--- src/hdl/planar_span_fill_top_macros.svh ---
// ----------------------------------------------------------------------------
// Span fill assertion macros
// Concurrent assertion helpers used by the span fill top level.
// ----------------------------------------------------------------------------
`ifndef PLANAR_SPAN_FILL_TOP_MACROS_SVH
`define PLANAR_SPAN_FILL_TOP_MACROS_SVH

`ifndef SYNTHESIS
// Clocked assertion that is switched off while reset is asserted.
`define PSF_ASSERT(lbl, prop, msg) \
	lbl: assert property (@(posedge clk) disable iff (!arst_n) prop) else $error(msg);
// Clocked assertion that also holds during reset.
`define PSF_ASSERT_ALWAYS(lbl, prop, msg) \
	lbl: assert property (@(posedge clk) prop) else $error(msg);
`else
`define PSF_ASSERT(lbl, prop, msg)
`define PSF_ASSERT_ALWAYS(lbl, prop, msg)
`endif

`endif

--- src/hdl/psf_pkg.sv ---
// ----------------------------------------------------------------------------
// Span fill package
// Geometry constants and the command and status types shared by the
// controller and the datapath.
// ----------------------------------------------------------------------------
`default_nettype none

package psf_pkg;

	// Frame geometry.
	localparam int GROUPS_PER_ROW = 20;
	localparam int SCREEN_ROWS    = 200;

	// Field widths.
	localparam int XW    = 9;
	localparam int ROWW  = 8;
	localparam int COLW  = 4;
	localparam int BASEW = 21;
	localparam int ADDRW = 22;
	localparam int MASKW = 16;
	localparam int GW    = XW - 4;

	// Last pixel column of a row, held to the range of the column field.
	localparam int XLIM_INT = GROUPS_PER_ROW * 16 - 1;
	localparam logic [XW-1:0] X_LIMIT =
		(XLIM_INT > (1 << XW) - 1) ? {XW{1'b1}} : XW'(XLIM_INT);

	// Last screen row, held to the range of the row field.
	localparam logic [ROWW-1:0] ROW_LIMIT =
		(SCREEN_ROWS - 1 > (1 << ROWW) - 1) ? {ROWW{1'b1}} : ROWW'(SCREEN_ROWS - 1);

	// Row pitch in groups, as a multiplier operand.
	localparam logic [7:0] ROW_PITCH = 8'(GROUPS_PER_ROW);

	// Commands from the controller to the datapath.
	typedef struct packed {
		logic load;
		logic setup;
		logic emit;
	} cmd_t;

	// Status from the datapath to the controller.
	typedef struct packed {
		logic final_group;
	} sts_t;

endpackage

`default_nettype wire

--- src/hdl/psf_ctrl.sv ---
// ----------------------------------------------------------------------------
// Span fill controller
// Sequences one span request: capture, address setup, then one write per
// group until the datapath flags the final group.
// ----------------------------------------------------------------------------
`default_nettype none

module psf_ctrl (
	input  wire            clk,
	input  wire            arst_n,
	input  wire            start,
	input  psf_pkg::sts_t  sts,
	output psf_pkg::cmd_t  cmd,
	output logic           busy
);

	typedef enum logic [1:0] {
		ST_IDLE,
		ST_SETUP,
		ST_RUN
	} state_t;

	state_t state_q;
	logic   busy_q;
	logic   setup_q;
	logic   emit_q;

	// State and registered commands.
	always_ff @(posedge clk or negedge arst_n) begin
		if (!arst_n) begin
			state_q <= ST_IDLE;
			busy_q  <= 1'b0;
			setup_q <= 1'b0;
			emit_q  <= 1'b0;
		end else begin
			case (state_q)
				ST_IDLE: begin
					if (start) begin
						state_q <= ST_SETUP;
						busy_q  <= 1'b1;
						setup_q <= 1'b1;
					end
				end
				ST_SETUP: begin
					state_q <= ST_RUN;
					setup_q <= 1'b0;
					emit_q  <= 1'b1;
				end
				ST_RUN: begin
					if (sts.final_group) begin
						state_q <= ST_IDLE;
						emit_q  <= 1'b0;
						busy_q  <= 1'b0;
					end
				end
				default: begin
					state_q <= ST_IDLE;
					busy_q  <= 1'b0;
					setup_q <= 1'b0;
					emit_q  <= 1'b0;
				end
			endcase
		end
	end

	// A request is taken whenever the block is free.
	assign cmd.load  = start && !busy_q;
	assign cmd.setup = setup_q;
	assign cmd.emit  = emit_q;
	assign busy      = busy_q;

endmodule

`default_nettype wire

--- src/hdl/psf_datapath.sv ---
// ----------------------------------------------------------------------------
// Span fill datapath
// Holds the span, the frame base and the group counter, and builds the
// registered write for each group of the span.
// ----------------------------------------------------------------------------
`default_nettype none

module psf_datapath (
	input  wire                          clk,
	input  wire                          arst_n,
	input  psf_pkg::cmd_t                cmd,
	output psf_pkg::sts_t                sts,
	input  wire                          cfg_wr_en,
	input  wire [psf_pkg::BASEW-1:0]     cfg_wr_data,
	input  wire [psf_pkg::XW-1:0]        x_start,
	input  wire [psf_pkg::XW-1:0]        x_end,
	input  wire [psf_pkg::ROWW-1:0]      row,
	input  wire [psf_pkg::COLW-1:0]      color,
	output logic                         result_strobe,
	output logic [psf_pkg::ADDRW-1:0]    group_address,
	output logic [psf_pkg::MASKW-1:0]    pixel_mask,
	output logic [psf_pkg::MASKW-1:0]    plane_zero,
	output logic [psf_pkg::MASKW-1:0]    plane_one,
	output logic [psf_pkg::MASKW-1:0]    plane_two,
	output logic [psf_pkg::MASKW-1:0]    plane_three,
	output logic                         last
);

	logic [psf_pkg::BASEW-1:0] frame_base_q;
	logic [psf_pkg::XW-1:0]    xs_q;
	logic [psf_pkg::XW-1:0]    xe_q;
	logic [psf_pkg::ROWW-1:0]  row_q;
	logic [psf_pkg::COLW-1:0]  color_q;
	logic [psf_pkg::ADDRW-1:0] base_q;
	logic [psf_pkg::GW-1:0]    g_q;
	logic                      strobe_q;

	logic [psf_pkg::GW-1:0]    sg;
	logic [psf_pkg::GW-1:0]    eg;
	logic [psf_pkg::MASKW-1:0] smask;
	logic [psf_pkg::MASKW-1:0] emask;
	logic [psf_pkg::MASKW-1:0] mask;
	logic [15:0]               row_offset;
	logic                      reversed;

	// Frame base register.
	always_ff @(posedge clk or negedge arst_n) begin
		if (!arst_n) begin
			frame_base_q <= '0;
		end else if (cfg_wr_en) begin
			frame_base_q <= cfg_wr_data;
		end
	end

	// Capture the span with columns and row held inside the frame.
	always_ff @(posedge clk) begin
		if (cmd.load) begin
			xs_q    <= (x_start > psf_pkg::X_LIMIT) ? psf_pkg::X_LIMIT : x_start;
			xe_q    <= (x_end > psf_pkg::X_LIMIT) ? psf_pkg::X_LIMIT : x_end;
			row_q   <= (row > psf_pkg::ROW_LIMIT) ? psf_pkg::ROW_LIMIT : row;
			color_q <= color;
		end
	end

	// Group columns and edge masks of the span.
	assign sg         = xs_q[psf_pkg::XW-1:4];
	assign eg         = xe_q[psf_pkg::XW-1:4];
	assign smask      = 16'hFFFF >> xs_q[3:0];
	assign emask      = 16'hFFFF << (4'd15 - xe_q[3:0]);
	assign reversed   = eg < sg;
	assign row_offset = 16'(row_q) * 16'(psf_pkg::ROW_PITCH);

	// Mask of the current group.
	always_comb begin
		if (reversed) begin
			mask = '0;
		end else if (sg == eg) begin
			mask = smask & emask;
		end else if (g_q == sg) begin
			mask = smask;
		end else if (g_q == eg) begin
			mask = emask;
		end else begin
			mask = '1;
		end
	end

	// The walk ends on the end group, or at once on a reversed span.
	assign sts.final_group = reversed || (g_q == eg);

	// Row base address and group counter.
	always_ff @(posedge clk) begin
		if (cmd.setup) begin
			base_q <= psf_pkg::ADDRW'(frame_base_q) + psf_pkg::ADDRW'(row_offset);
			g_q    <= sg;
		end else if (cmd.emit) begin
			g_q    <= g_q + 1'b1;
		end
	end

	// Write strobe.
	always_ff @(posedge clk or negedge arst_n) begin
		if (!arst_n) begin
			strobe_q <= 1'b0;
		end else begin
			strobe_q <= cmd.emit;
		end
	end

	// Registered write payload.
	always_ff @(posedge clk) begin
		if (cmd.emit) begin
			group_address <= base_q + psf_pkg::ADDRW'(g_q);
			pixel_mask    <= mask;
			plane_zero    <= {psf_pkg::MASKW{color_q[0]}};
			plane_one     <= {psf_pkg::MASKW{color_q[1]}};
			plane_two     <= {psf_pkg::MASKW{color_q[2]}};
			plane_three   <= {psf_pkg::MASKW{color_q[3]}};
			last          <= sts.final_group;
		end
	end

	assign result_strobe = strobe_q;

endmodule

`default_nettype wire

--- src/hdl/planar_span_fill_top.sv ---
// ----------------------------------------------------------------------------
// Planar span fill
// Turns one row span into masked writes over four interleaved bitplanes.
// ----------------------------------------------------------------------------
// A span request is taken when start is high and busy is low. The block then
// issues one write per 16-pixel group, left to right, each shown for a single
// cycle with result_strobe high; the receiver must take every write as it
// comes, since it cannot stall the block. A reversed span gives one write.
// A request passes through capture, then forming the row base address
// through the row pitch multiplier, then one write per group from the group
// counter. The write with last high closes the span, and busy is already low
// in that cycle. The user must write frame_base only while busy is low; the
// block itself does not enforce this.
`default_nettype none
`include "planar_span_fill_top_macros.svh"

module planar_span_fill_top (
	input  wire                          clk,
	input  wire                          arst_n,
	input  wire                          cfg_wr_en,
	input  wire [psf_pkg::BASEW-1:0]     cfg_wr_data,
	input  wire                          start,
	output logic                         busy,
	input  wire [psf_pkg::XW-1:0]        x_start,
	input  wire [psf_pkg::XW-1:0]        x_end,
	input  wire [psf_pkg::ROWW-1:0]      row,
	input  wire [psf_pkg::COLW-1:0]      color,
	output logic                         result_strobe,
	output logic [psf_pkg::ADDRW-1:0]    group_address,
	output logic [psf_pkg::MASKW-1:0]    pixel_mask,
	output logic [psf_pkg::MASKW-1:0]    plane_zero,
	output logic [psf_pkg::MASKW-1:0]    plane_one,
	output logic [psf_pkg::MASKW-1:0]    plane_two,
	output logic [psf_pkg::MASKW-1:0]    plane_three,
	output logic                         last
);

	psf_pkg::cmd_t cmd;
	psf_pkg::sts_t sts;

	// Sequencer.
	psf_ctrl u_ctrl (
		.clk    (clk),
		.arst_n (arst_n),
		.start  (start),
		.sts    (sts),
		.cmd    (cmd),
		.busy   (busy)
	);

	// Address, mask and plane data.
	psf_datapath u_datapath (
		.clk           (clk),
		.arst_n        (arst_n),
		.cmd           (cmd),
		.sts           (sts),
		.cfg_wr_en     (cfg_wr_en),
		.cfg_wr_data   (cfg_wr_data),
		.x_start       (x_start),
		.x_end         (x_end),
		.row           (row),
		.color         (color),
		.result_strobe (result_strobe),
		.group_address (group_address),
		.pixel_mask    (pixel_mask),
		.plane_zero    (plane_zero),
		.plane_one     (plane_one),
		.plane_two     (plane_two),
		.plane_three   (plane_three),
		.last          (last)
	);

	// The writes of one span come in consecutive cycles.
	`PSF_ASSERT(a_span_contiguous, result_strobe && !last |=> result_strobe, "span writes broke off before the last one")
	// The closing write coincides with the block being free again.
	`PSF_ASSERT(a_last_frees, result_strobe && last |-> !busy, "block still busy on the last write")
	// An accepted request makes the block busy in the next cycle.
	`PSF_ASSERT(a_accept_busy, start && !busy |=> busy, "accepted request did not raise busy")
	// Writes are only issued while a span is in progress.
	`PSF_ASSERT_ALWAYS(a_emit_in_span, cmd.emit |-> busy, "write issued outside a span")

endmodule

`default_nettype wire
--- config.mk ---
export PLATFORM = sky130hd
export DESIGN_NAME = planar_span_fill_top
export DESIGN_NICKNAME = d
export VERILOG_FILES = /design/src/hdl/psf_pkg.sv /design/src/hdl/psf_ctrl.sv /design/src/hdl/psf_datapath.sv /design/src/hdl/planar_span_fill_top.sv
export VERILOG_INCLUDE_DIRS = /design/src /design/src/hdl
export SDC_FILE = /design/constraint.sdc
export NUM_CORES = 1
export LEC_CHECK = 0
export ABC_AREA = 0
export BUFFER_PORTS_ARGS = -buffer_cell sky130_fd_sc_hd__buf_2
export CAP_MARGIN = 20
export CORE_MARGIN = 5
export CORE_UTILIZATION = 55
export DETAILED_ROUTE_END_ITERATION = 8
export GPL_ROUTABILITY_DRIVEN = 1
export GPL_TIMING_DRIVEN = 0
export PLACE_DENSITY = 0.87
export SLEW_MARGIN = 20
export SYNTH_ARGS = -nofsm -noshare
export SYNTH_HDL_FRONTEND = slang
export SYNTH_SLANG_ARGS = --single-unit
--- constraint.sdc ---
create_clock -name clk -period 4.15 [get_ports clk]
set_clock_uncertainty 0.05 [all_clocks]
set_input_delay 0.415 -clock clk [delete_from_list [all_inputs] [get_ports clk]]
set_output_delay 0.415 -clock clk [all_outputs]
set_load 0.02 [all_outputs]
==> flow_summary_export.csv <==
group,metric,value,unit
routing,vias,5129,
routing,drt_iter0_markers,274,
sta,tightestPinTransition,0.814,ns
floorplan,initial_core_util,55.9,%
power_and_ir_drop,vdd_ir_drop_max,393,uV
logic_synthesis,syn_area,7030,sq um
worst_setup_path,arrival,4.11,ns
floorplan,die_w,123,um
worst_setup_path,crit_buf_inv,1,
worst_setup_path,criticalPathCategory,"flip-flop to flip-flop",
logic_synthesis,yosysWarnings,0,
worst_setup_path,endpoint,"u_datapath.base_q[19]",
logic_synthesis,synthAdderAreaFrac,7.09,%
floorplan,ios,160,
global_route,grt_usage,20.6,%
worst_setup_path,crit_path_frequent_cell,"ha_1",
finish,final_common_cell,"buf_2",
worst_setup_path,end_kind,"flip-flop",
worst_setup_path,r2r_slack,0.12,ns
logic_synthesis,syn_nets,689,
logic_synthesis,syn_area_per_cell,11.8,sq um
hold_path,min_from,"color[1]",
worst_setup_path,worstPathRequired,4.23,ns
worst_setup_path,rr_startpoint,"u_datapath.row_q[1]",
logic_synthesis,synth_seq_cells,127,
logic_synthesis,synth_top_family_by_area,"simple AND/OR/NAND/NOR gates",
cts,clkLatencyLatePin,0.42,ns
finish,area_growth,23.9,%
cts,cts_tree,"yes",
logic_synthesis,synth-main-ff-cell,"edfxtp_1",
logic_synthesis,async_flop_share,21.3,%
placement,placed_area,8100,sq um
sta,fin_crit,4.03,ns
routing,vias_per_cell,5.33,
logic_synthesis,yosys.area.top_type,"edfxtp_1",
global_route,grt_max_degree,28,
worst_setup_path,cp_cell_sequence,"ha_1, ha_1, fa_1, a21o_1, a21oi_1, o21bai_1, a21oi_1, xnor2_1, ha_1, nand3_1, buf_2, and3_1, a2111oi_1, o211ai_1",
sta,rsz0062_at_grt,"true",
cts,clkSlewWorstSetupHoldPaths,0.06,ns
routing,wire_per_inst,15.6,um
worst_setup_path,crit_path_max_incr_delay,0.43,ns
worst_setup_path,cp_slowest_cell,"edfxtp_1",
sta,slew-limit-headroom,45.2,%
logic_synthesis,synthXorXnorAreaFrac,5.73,%
sta,finalCritPeriodShare,97.0,%
job,maxCapViolCount,0,
routing,drc,0,
floorplan,core,12600,sq um
logic_synthesis,synth_top_cell_area_share,42.7,%
sta,finalHoldViolCount,0,
worst_setup_path,critical_path_depth,14,
finish,final_area,8710,sq um
routing,routed_wl,15000,um
routing,first_pass_iters,5,
logic_synthesis,synth_compound_area_share,10.8,%
worst_setup_path,cp_top_family,"adder cells",
logic_synthesis,synth-edff-count,100,
routing,ant_nets,0,
cts,clock_sinks,127,
floorplan,chipHeight,123,um
power_and_ir_drop,power.density,790,nW/um^2
finish,antenna_cells,0,
cts,cts_root_buf,"clkbuf_16",
global_route,grt_pass1_wl,23900,um
logic_synthesis,seq_area_frac_synth,52.4,%
cts,clockBufferDepth,2,
global_route,grt_pass1_vias,4977,
worst_setup_path,reg2reg_to,"u_datapath.base_q[19]",
floorplan,rows,41,
logic_synthesis,synthSimpleGateAreaFrac,10.9,%
worst_setup_path,worstSetupStartpointType,"flip-flop",
floorplan,fp.dieArea,15100,sq um
global_route,antenna_found_initial,0,
worst_setup_path,reg2reg_depth,14,
logic_synthesis,synth_cell_type_count,60,
placement,gp_congestion,0.862,
power_and_ir_drop,leakage,3.82,nW
sta,clock.fmax,0.248,GHz
logic_synthesis,netlist_instances,596,
finish,drive_above_1_share,37.3,%
worst_setup_path,cp_max_fo,10,
global_route,overflow,0,
cts,cts_made_buffers,17,
finish,finish.utilization,69.3,%
placement,port_buffers,159,
finish,finalNetCount,871,
hold_path,hp-class,"input pin to flip-flop",
run_status,status,"finished, final reports clean",
sta,setup_viol,0,
logic_synthesis,muxShareOfSynthArea,3.94,%
worst_setup_path,startpoint,"u_datapath.row_q[1]",
sta,report.final.slew_viol_count,0,
power_and_ir_drop,p_total,6.88,mW
logic_synthesis,synth.area.top_cells,"edfxtp_1, dfrtp_1, buf_4, ha_1, xnor2_1",
cts,h-tree-depth,4,
finish,final_cell_mix,"buf_2, edfxtp_1, buf_4",
placement,dp_hpwl,11700,um
timing repair:
action,CTS,global route
pin swaps,0,1
hold endpoints to repair,27,0
gates resized for setup,1,9
hold buffers,1,0
buffers inserted,0,1
setup endpoints to repair,1,7
worst min-delay path by stage:
| stage | slack (ns) | cells past startpoint | to |
|---|---|---|---|
| 6_report | 0.13 | 1 | u_datapath.color_q[1] |
| 3_5_place_dp | 0.36 | 0 | u_datapath.plane_three[0] |
| 4_1_cts | 0.11 | 1 | u_datapath.color_q[1] |
| 3_3_place_gp | 0.36 | 0 | u_datapath.plane_two[0] |
| 2_1_floorplan | 0.07 | 0 | u_ctrl.busy |
| 5_1_grt | 0.11 | 1 | u_datapath.color_q[1] |
logic make-up (layout without fill, tap and decap cells):
logic type	after synthesis	in the layout
AND/OR/NAND/NOR	142	142
flip-flops	127	127
adder cells (fa/ha/maj)	38	38
multiplexers	24	24
XOR/XNOR	46	46
buffers and inverters	111	306
AO/OA/AOI/OAI	108	108
per-stage QoR:
stage	cells	worst slack, ns	TNS (ns)	hold slack (ns)
2_1_floorplan	596	0.448	0	0.0694
3_3_place_gp	927	0.187	0	0.356
3_5_place_dp	929	-0.00251	-0.00251	0.355
4_1_cts	962	0.0533	0	0.107
5_1_grt	963	-0.0149	-0.0149	0.111
6_report	963	0.124	0	0.128
routing by layer:
metal | GRT usage, % | vias to the layer above | part of all wire (%)
li1 | - | 2468 | -
met1 | 23.5 | 2407 | 39
met2 | 36.7 | 231 | 51
met3 | 5.63 | 23 | 8.3
met4 | 7.96 | 0 | 1.5
met5 | 0 | - | 0
synth_stat cells (13+ instances only):
library cell / instances
xnor2_1: 28
ha_1: 35
nor2_1: 15
mux2_2: 21
clkbuf_1: 19
dfrtp_1: 27
edfxtp_1: 100
xor2_1: 18
nand2_1: 33
a21oi_1: 21
buf_4: 60
nand2b_1: 18
o21ai_0: 14
nand3_1: 18
inv_1: 26
a21o_1: 13
final cells by class:
cell class              count  area, sq um
clock inverters            10          113
inverters                  27          101
clock buffers              22          464
fillers                   879         3860
flip-flops and latches    127         3680
multi-input cells         358         2720
plain buffers              84          551
well taps                 172          215
repair buffers            163          868
worst register-to-register path, stage by stage (launching register included):
cell and delay [ns]:
edfxtp_1 0.43, ha_1 0.32, ha_1 0.23, fa_1 0.42, a21o_1 0.18, a21oi_1 0.23
o21bai_1 0.12, a21oi_1 0.18, xnor2_1 0.10, ha_1 0.38, nand3_1 0.18, buf_2 0.23
and3_1 0.18, a2111oi_1 0.37, o211ai_1 0.17
sequential cells by signal, indices dropped and copies added (netlist names), 4 cells and up:
register and cells:
u_datapath.row_q 8, u_datapath.xs_q 9, u_datapath.color_q 4, u_datapath.pixel_mask 16, u_datapath.g_q 5, u_datapath.frame_base_q 21
u_datapath.group_address 22, u_datapath.base_q 22, u_datapath.xe_q 9
power breakdown:
part / internal (mW) / switching [mW]
Sequential: 2.05 / 0.388
Combinational: 1.28 / 1.72
Clock: 0.912 / 0.526
(Power assumes the default switching activity.)
